==> src/rtl/trle_pkg.sv <==
// ----------------------------------------------------------------------------
// trle_pkg
// Shared types and constants of the run-length true-color image decoder.
// ----------------------------------------------------------------------------
package trle_pkg;

    // image type code that is decoded
    localparam logic [7:0] TYPE_RLE_TRUECOLOR = 8'd10;

    // register indexes on the configuration port
    localparam logic [2:0] REG_IMAGE_TYPE     = 3'd0;
    localparam logic [2:0] REG_PIXEL_BYTES    = 3'd1;
    localparam logic [2:0] REG_ATTRIBUTE_BITS = 3'd2;
    localparam logic [2:0] REG_IMAGE_WIDTH    = 3'd3;
    localparam logic [2:0] REG_IMAGE_HEIGHT   = 3'd4;

    // packet header fields
    localparam int unsigned HDR_RUN_BIT    = 7;
    localparam logic [6:0]  HDR_COUNT_MASK = 7'h7F;

    typedef enum logic [1:0] {
        ST_OK          = 2'd0,
        ST_UNSUPPORTED = 2'd1,
        ST_TRUNCATED   = 2'd2,
        ST_CLIPPED     = 2'd3
    } status_t;

    // decoder settings seen by the core
    typedef struct packed {
        logic [7:0]  image_type;
        logic [2:0]  pixel_bytes;
        logic [3:0]  attribute_bits;
        logic [31:0] total_pixels;
    } cfg_t;

    // one result item
    typedef struct packed {
        logic [7:0]  red;
        logic [7:0]  green;
        logic [7:0]  blue;
        logic [7:0]  alpha;
        logic [7:0]  repeat_count;
        logic [31:0] first_index;
        logic        image_done;
        status_t     status;
    } result_t;

endpackage

==> src/rtl/trle_core.sv <==
// ----------------------------------------------------------------------------
// trle_core
// Packet and pixel decoding; one data byte per cycle while take is high, at most one result.
// ----------------------------------------------------------------------------
module trle_core (
    input  logic             clk,
    input  logic             rst_n,
    input  trle_pkg::cfg_t   cfg,
    input  logic             take,
    input  logic [7:0]       data_byte,
    input  logic             final_byte,
    output logic             res_valid,
    output trle_pkg::result_t res
);
    import trle_pkg::*;

    logic        expect_header_reg, expect_header_next;
    logic        packet_is_run_reg, packet_is_run_next;
    logic [7:0]  packet_left_reg, packet_left_next;
    logic [1:0]  byte_in_pixel_reg, byte_in_pixel_next;
    logic [23:0] held_reg, held_next;
    logic [31:0] next_pixel_reg, next_pixel_next;
    logic        finished_reg, finished_next;

    always_ff @(posedge clk or negedge rst_n)
    begin
        if (!rst_n)
        begin
            expect_header_reg <= 1'b1;
            packet_is_run_reg <= 1'b0;
            packet_left_reg   <= '0;
            byte_in_pixel_reg <= '0;
            held_reg          <= '0;
            next_pixel_reg    <= '0;
            finished_reg      <= 1'b0;
        end
        else
        begin
            expect_header_reg <= expect_header_next;
            packet_is_run_reg <= packet_is_run_next;
            packet_left_reg   <= packet_left_next;
            byte_in_pixel_reg <= byte_in_pixel_next;
            held_reg          <= held_next;
            next_pixel_reg    <= next_pixel_next;
            finished_reg      <= finished_next;
        end
    end

    always_comb
    begin
        logic [31:0] remaining;
        logic [31:0] left_wide;
        logic [23:0] held_new;
        logic        four;
        logic        last;
        logic        have;
        logic        done;
        logic [7:0]  cnt;
        logic [7:0]  left_after;
        status_t     st;

        expect_header_next = expect_header_reg;
        packet_is_run_next = packet_is_run_reg;
        packet_left_next   = packet_left_reg;
        byte_in_pixel_next = byte_in_pixel_reg;
        held_next          = held_reg;
        next_pixel_next    = next_pixel_reg;
        finished_next      = finished_reg;
        res_valid          = 1'b0;
        res                = '0;

        remaining  = cfg.total_pixels - next_pixel_reg;
        left_wide  = {24'd0, packet_left_reg};
        four       = (cfg.pixel_bytes == 3'd4);
        last       = four ? (byte_in_pixel_reg == 2'd3) : (byte_in_pixel_reg >= 2'd2);
        have       = 1'b0;
        done       = 1'b0;
        cnt        = '0;
        left_after = packet_left_reg;
        st         = ST_OK;

        held_new = held_reg;
        unique case (byte_in_pixel_reg)
            2'd0:    held_new = {held_reg[23:8], data_byte};
            2'd1:    held_new = {held_reg[23:16], data_byte, held_reg[7:0]};
            2'd2:    held_new = {data_byte, held_reg[15:0]};
            default: held_new = held_reg;
        endcase

        if (take && !finished_reg)
        begin
            if (cfg.image_type != TYPE_RLE_TRUECOLOR)
            begin
                finished_next   = 1'b1;
                res_valid       = 1'b1;
                res.first_index = next_pixel_reg;
                res.image_done  = 1'b1;
                res.status      = ST_UNSUPPORTED;
            end
            else if (next_pixel_reg >= cfg.total_pixels)
            begin
                // empty or already full image
                finished_next   = 1'b1;
                res_valid       = 1'b1;
                res.first_index = next_pixel_reg;
                res.image_done  = 1'b1;
                res.status      = ST_OK;
            end
            else
            begin
                if (expect_header_reg)
                begin
                    packet_is_run_next = data_byte[HDR_RUN_BIT];
                    packet_left_next   = {1'b0, data_byte[6:0] & HDR_COUNT_MASK} + 8'd1;
                    byte_in_pixel_next = '0;
                    held_next          = '0;
                    expect_header_next = 1'b0;
                end
                else if (last)
                begin
                    have = 1'b1;
                    if (packet_is_run_reg)
                    begin
                        // run cut to the pixels left in the image
                        if (left_wide < remaining)
                            cnt = packet_left_reg;
                        else
                            cnt = remaining[7:0];
                        done       = (left_wide >= remaining);
                        left_after = '0;
                        if (left_wide > remaining)
                            st = ST_CLIPPED;
                    end
                    else
                    begin
                        cnt        = 8'd1;
                        left_after = packet_left_reg - 8'd1;
                        done       = (remaining == 32'd1);
                        if (done && (left_after != 8'd0))
                            st = ST_CLIPPED;
                    end
                    packet_left_next   = left_after;
                    next_pixel_next    = next_pixel_reg + {24'd0, cnt};
                    expect_header_next = (left_after == 8'd0);
                    byte_in_pixel_next = '0;
                    held_next          = '0;
                    if (done)
                        finished_next = 1'b1;

                    res.red          = held_new[23:16];
                    res.green        = held_new[15:8];
                    res.blue         = held_new[7:0];
                    res.alpha        = (four && (cfg.attribute_bits != 4'd0)) ?
                                       data_byte : 8'd0;
                    res.repeat_count = cnt;
                    res.first_index  = next_pixel_reg;
                    res.image_done   = done;
                    res.status       = st;
                end
                else
                begin
                    held_next          = held_new;
                    byte_in_pixel_next = byte_in_pixel_reg + 2'd1;
                end

                if (final_byte && !done)
                begin
                    // stream ended before the image filled
                    finished_next  = 1'b1;
                    res_valid      = 1'b1;
                    res.image_done = 1'b1;
                    res.status     = ST_TRUNCATED;
                    if (!have)
                        res.first_index = next_pixel_reg;
                end
                else if (have)
                begin
                    res_valid = 1'b1;
                end
            end
        end
    end

endmodule

==> src/rtl/trle_skid.sv <==
// ----------------------------------------------------------------------------
// trle_skid
// Two-entry result buffer between the decoder and the output channel.
// ----------------------------------------------------------------------------
module trle_skid (
    input  logic              clk,
    input  logic              rst_n,
    input  logic              push,
    input  trle_pkg::result_t push_data,
    output logic              full,
    output logic              out_valid,
    input  logic              out_stall,
    output trle_pkg::result_t out_data
);
    import trle_pkg::*;

    logic    out_valid_reg, out_valid_next;
    logic    skid_valid_reg, skid_valid_next;
    result_t out_reg, out_next;
    result_t skid_reg, skid_next;
    logic    pop;

    assign pop       = out_valid_reg && !out_stall;
    assign full      = skid_valid_reg;
    assign out_valid = out_valid_reg;
    assign out_data  = out_reg;

    always_comb
    begin
        out_valid_next  = out_valid_reg;
        skid_valid_next = skid_valid_reg;
        out_next        = out_reg;
        skid_next       = skid_reg;
        if (skid_valid_reg)
        begin
            if (pop)
            begin
                out_next        = skid_reg;
                skid_valid_next = 1'b0;
            end
        end
        else if (push)
        begin
            if (!out_valid_reg || pop)
            begin
                out_next       = push_data;
                out_valid_next = 1'b1;
            end
            else
            begin
                skid_next       = push_data;
                skid_valid_next = 1'b1;
            end
        end
        else if (pop)
        begin
            out_valid_next = 1'b0;
        end
    end

    always_ff @(posedge clk or negedge rst_n)
    begin
        if (!rst_n)
        begin
            out_valid_reg  <= 1'b0;
            skid_valid_reg <= 1'b0;
        end
        else
        begin
            out_valid_reg  <= out_valid_next;
            skid_valid_reg <= skid_valid_next;
        end
    end

    always_ff @(posedge clk)
    begin
        out_reg  <= out_next;
        skid_reg <= skid_next;
    end

endmodule

==> src/rtl/tga_rle_truecolor_decoder.sv <==
// ----------------------------------------------------------------------------
// tga_rle_truecolor_decoder
// Decodes the pixel-data bytes of a run-length-encoded true-color image.
// ----------------------------------------------------------------------------
// The decoder takes one compressed byte per clock while in_stall is low
// and emits each finished pixel, or each whole run, as one R,G,B,A
// transfer with a repeat count and the index of its first pixel. A byte
// is decoded in the cycle it is taken and its result lands in a two-entry
// output buffer, so the input keeps taking one byte every cycle while a
// result waits on a stalled output; in_stall rises only once both buffer
// entries hold results. A result waits in the second entry while the
// output entry is occupied. The pixel total (width times height) is
// multiplied out when width or height is written, so registers must be set
// before the bytes arrive; writes do not restart decoding, only reset does.
// ----------------------------------------------------------------------------
module tga_rle_truecolor_decoder (
    input  logic        clk,
    input  logic        rst_n,
    // configuration port
    input  logic        psel,
    input  logic        penable,
    input  logic        pwrite,
    input  logic [4:0]  paddr,
    input  logic [31:0] pwdata,
    output logic [31:0] prdata,
    output logic        pready,
    // byte input channel
    input  logic        in_valid,
    output logic        in_stall,
    input  logic [7:0]  data_byte,
    input  logic        final_byte,
    // result channel
    output logic        out_valid,
    input  logic        out_stall,
    output logic [7:0]  red,
    output logic [7:0]  green,
    output logic [7:0]  blue,
    output logic [7:0]  alpha,
    output logic [7:0]  repeat_count,
    output logic [31:0] first_index,
    output logic        image_done,
    output logic [1:0]  status
);
    import trle_pkg::*;

    // configuration registers
    logic [7:0]  image_type_reg;
    logic [2:0]  pixel_bytes_reg;
    logic [3:0]  attribute_bits_reg;
    logic [15:0] image_width_reg;
    logic [15:0] image_height_reg;
    logic [31:0] total_reg, total_next;

    logic [2:0]  reg_index;
    logic        cfg_write;

    cfg_t        cfg;
    logic        take;
    logic        res_valid;
    result_t     res;
    logic        buf_full;
    result_t     out_data;

    assign pready    = 1'b1;
    assign reg_index = paddr[4:2];
    // write completes on the access cycle
    assign cfg_write = psel && penable && pwrite;

    // pixel total follows the register write in the same cycle
    always_comb
    begin
        total_next = total_reg;
        if (cfg_write && (reg_index == REG_IMAGE_WIDTH))
            total_next = 32'(pwdata[15:0]) * 32'(image_height_reg);
        else if (cfg_write && (reg_index == REG_IMAGE_HEIGHT))
            total_next = 32'(image_width_reg) * 32'(pwdata[15:0]);
    end

    always_ff @(posedge clk or negedge rst_n)
    begin
        if (!rst_n)
        begin
            image_type_reg     <= TYPE_RLE_TRUECOLOR;
            pixel_bytes_reg    <= 3'd4;
            attribute_bits_reg <= 4'd8;
            image_width_reg    <= '0;
            image_height_reg   <= '0;
            total_reg          <= '0;
        end
        else
        begin
            total_reg <= total_next;
            if (cfg_write)
            begin
                unique case (reg_index)
                    REG_IMAGE_TYPE:     image_type_reg     <= pwdata[7:0];
                    REG_PIXEL_BYTES:    pixel_bytes_reg    <= pwdata[2:0];
                    REG_ATTRIBUTE_BITS: attribute_bits_reg <= pwdata[3:0];
                    REG_IMAGE_WIDTH:    image_width_reg    <= pwdata[15:0];
                    REG_IMAGE_HEIGHT:   image_height_reg   <= pwdata[15:0];
                    default:            ;
                endcase
            end
        end
    end

    // register read-back
    always_comb
    begin
        unique case (reg_index)
            REG_IMAGE_TYPE:     prdata = {24'd0, image_type_reg};
            REG_PIXEL_BYTES:    prdata = {29'd0, pixel_bytes_reg};
            REG_ATTRIBUTE_BITS: prdata = {28'd0, attribute_bits_reg};
            REG_IMAGE_WIDTH:    prdata = {16'd0, image_width_reg};
            REG_IMAGE_HEIGHT:   prdata = {16'd0, image_height_reg};
            default:            prdata = '0;
        endcase
    end

    assign cfg.image_type     = image_type_reg;
    assign cfg.pixel_bytes    = pixel_bytes_reg;
    assign cfg.attribute_bits = attribute_bits_reg;
    assign cfg.total_pixels   = total_reg;

    // input transfer
    assign in_stall = buf_full;
    assign take     = in_valid && !buf_full;

    trle_core u_core (
        .clk        (clk),
        .rst_n      (rst_n),
        .cfg        (cfg),
        .take       (take),
        .data_byte  (data_byte),
        .final_byte (final_byte),
        .res_valid  (res_valid),
        .res        (res)
    );

    // output buffer keeps the input flowing during output stalls
    trle_skid u_skid (
        .clk       (clk),
        .rst_n     (rst_n),
        .push      (res_valid),
        .push_data (res),
        .full      (buf_full),
        .out_valid (out_valid),
        .out_stall (out_stall),
        .out_data  (out_data)
    );

    assign red          = out_data.red;
    assign green        = out_data.green;
    assign blue         = out_data.blue;
    assign alpha        = out_data.alpha;
    assign repeat_count = out_data.repeat_count;
    assign first_index  = out_data.first_index;
    assign image_done   = out_data.image_done;
    assign status       = out_data.status;

endmodule

==> config.mk <==
export PLATFORM = sky130hd
export DESIGN_NAME = tga_rle_truecolor_decoder
export DESIGN_NICKNAME = d
export VERILOG_FILES = /design/src/rtl/trle_pkg.sv /design/src/rtl/trle_core.sv /design/src/rtl/trle_skid.sv /design/src/rtl/tga_rle_truecolor_decoder.sv
export SDC_FILE = /design/constraint.sdc
export NUM_CORES = 2
export LEC_CHECK = 0
export BUFFER_PORTS_ARGS = -buffer_cell sky130_fd_sc_hd__buf_2
export CORE_UTILIZATION = 60
export DETAILED_ROUTE_END_ITERATION = 6
export PLACE_DENSITY = 0.78
export RECOVER_POWER = 25
export SLEW_MARGIN = 30
export SYNTH_ARGS = -nofsm -noshare
export SYNTH_HDL_FRONTEND = slang
export SYNTH_SLANG_ARGS = --single-unit
==> constraint.sdc <==
create_clock -name clk -period 14.1 [get_ports clk]
set_input_delay 2.82 -clock clk [delete_from_list [all_inputs] [get_ports clk]]
set_output_delay 2.82 -clock clk [all_outputs]
set_load 0.005 [all_outputs]
==> metrics.txt <==
Ant. Diodes 0; All-Layer GR Usage 0.2997; Internal Pwr Total between 3 and 4 mW; Comb power frac 0.741; final core occ 0.6465; IO buf count 127; PwrDens 227.7 mW/mm²; max-slew violations approximately 150; Worst Skew between 0.02 and 0.025 ns; 1st-iter DRT viols 1692; most frequent cells in the layout 526 x inv_1, 510 x nand2_1, 390 x fa_1; outcome complete, but fails checks; Post-route DRC 0; CP Data Arrival Time around 10 ns; commonest non-fill, non-tap cell in the layout inv_1; hold buffers post-CTS 0; global-route wire length before repair ~130000 µm; share of layout cells above drive strength 1 0.08076; most used cell along the critical path fa_1; dominant cells by area after synthesis fa_1 24%, edfxtp_1 14%, dfrtp_1 11%, ha_1 9.9%, inv_1 6.0%; Worst Setup End Kind flop; cell row count 85; endpoints failing hold 0; post-synthesis instance total 3539; WL/cell 19.17 µm; Longest Clk Path Bufs 3; Async SR Flop Fraction 0.5000; RePlAce Congestion roughly 0.94; H-Tree Depth 2; Hold Path Class flop to flop; Die Width between 200 and 250 µm; routed vias/inst between 5 and 6; register area share after synthesis 0.2493; CTS clock-pin slew for the worst setup and hold paths roughly 0.060 ns; antenna violations before repair 0; measured slew at the worst slew-check pin between 4 and 5 ns; sequential cell area 0.008265 mm²; Nets approximately 4200; synthesis-to-layout area growth 5.775%; Clock Sink Count 300; final instance area between 0.03 and 0.04 mm²; final setup violation count 0; Max Fclk roughly 110 MHz; Yosys reg bits 300; failing checks capacitance limit, slew limit; critical path, cell by cell buf_2 > nand2_1 > fa_1 > inv_1 > fa_1 > inv_1 > fa_1 > inv_1 > fa_1 > fa_1 > inv_1 > fa_1 > inv_1 > ha_1 > a21o_1 > a21o_1 > a2111o_1 > o2111a_1 > nor4_1 > nor2_1 > o22ai_1 > xnor2_1 > a21oi_1; ANT nets after route 0; Area after DPL 0.03401 mm²; CTS resizes 0; final worst-path cycle share 0.6679; Synth cell types 106; first-pass iteration count of the detailed router 6; crit path kind input pin to flop; Post-CTS Setup Repair Bufs 0; startpoint types input pin; worst vdd ir 0.2948 mV; Max-slew headroom -2.148; TritonCTS clock tree done; Synth top area share 0.2355; DIE AREA 0.05620 mm²; Synth Flop Type edfxtp_1; Post-synth EDFFs 150; Crit path required time about 15 ns; Synth area leader fa_1; Fillers ~4500; core footprint around 0.054 mm²; vias roughly 25000; Sw Share 0.5086; Fin Setup TNS 0 ns; Root Buffer clkbuf_16; vias in the first global route ~25000; pin count of the biggest net entering global routing 82; syn avg cell area between 9 and 10 µm²; leakage 17.03 nW; Ports roughly 160; max incr delay on CP ~0.73 ns; placed wire-length estimate just over 60000 µm; switching power roughly 4 mW; multi-input combinational cell area 0.02208 mm²; CP Max Fanout 35; RSZ-0062 raised after global routing false; clock share of power 0.110; Post-Route WL 81690 µm; Final Critical Period around 9.4 ns; die height ~240 µm; Mapped Area 0.03315 mm²; Yosys warnings 0; max_cap viols 2; remaining global-route overflow 0; CP max stage cell buf_2; Initial Util 0.6112; hold slack between 0.5 and 0.6 ns; CTS Buf Count 35; Skew-Pair Late Insertion Delay roughly 0.57 ns; sequential power share 0.149
[worst paths after layout]
path	slack [ns]	cells after the start	startpoint	endpoint
setup / recovery	4.68	23	pwdata[7]	total_reg[31]
hold / removal	0.50	1	u_core.next_pixel_reg[10]	u_core.next_pixel_reg[10]
setup reg to reg	6.83	22	image_height_reg[7]	total_reg[31]
hold reg to reg	0.50	1	u_core.next_pixel_reg[10]	u_core.next_pixel_reg[10]
max in group asynchronous	4.96	2	rst_n	u_core.held_reg[20]
min in group asynchronous	3.92	1	rst_n	u_skid.full
[Yosys cell counts (all sizes together) (49+ instances only)]
cell and count:
a21o 91, a21oi 116, and2 281, buf 49, clkbuf 146, dfrtp 145
edfxtp 150, fa 390, ha 263, inv 526, nand2 511, nand3 52
nor2 137, o21ai 103, xnor2 68
[worst max-delay path: cells and delay by family]
family,cells,cell delay [ns]
adders and majority gates,7,3.34
and+or+nand+nor,3,0.96
xor gates and xnor gates,1,0.24
buffers and inverters,6,0.98
AOI/OAI and AO/OA,6,1.47
[final cells by class]
class / count / share of cell area
Clock inverter: 14 / 0.004032
Multi-Input combinational cell: 2532 / 0.6296
Tap cell: 696 / 0.02483
Sequential cell: 300 / 0.2357
Inverter: 526 / 0.05631
Clock buffer: 47 / 0.02740
Timing Repair Buffer: 147 / 0.02209
[metrics by stage]
step                power (mW)  cells  setup slack, ns
floorplan                5.505   3554            5.033
global placement         6.952   4201            4.337
detailed placement       7.042   4201            4.218
CTS                      7.970   4262            4.818
global route             8.776   4262            3.600
finish                   7.985   4262            4.683
[kinds of logic (layout without fill, tap and decap cells)]
| kind of cell | Yosys count | in the layout | synth area share |
|---|---|---|---|
| multiplexers | 41 | 41 | 0.01351 |
| AO/OA/AOI/OAI | 556 | 556 | 0.1163 |
| AND/OR/NAND/NOR | 1166 | 1166 | 0.1729 |
| XOR/XNOR | 99 | 99 | 0.02616 |
| flip-flops | 300 | 300 | 0.2493 |
| adder cells (fa/ha/maj) | 653 | 653 | 0.3348 |
| buffers and inverters | 722 | 734 | 0.08681 |
| other | 2 | 17 | 0.0002265 |
[power by group through the flow]
stage	Sequential (mW)	Combinational, mW	Clock (mW)
global route	1.20	6.65	0.928
global placement	1.20	5.75	0
finish	1.19	5.92	0.876
CTS	1.19	5.89	0.895
detailed placement	1.20	5.84	0
floorplan	1.09	4.42	0
[layer usage]
| metal | global-route usage | share of wire | up-vias |
|---|---|---|---|
| li1 | - | - | 11490 |
| met1 | 0.4030 | 0.42 | 12390 |
| met2 | 0.4988 | 0.47 | 942 |
| met3 | 0.04512 | 0.073 | 192 |
| met4 | 0.1003 | 0.036 | 0 |
| met5 | 0 | 0 | - |
No activity file was read; power rests on OpenSTA's default activity.
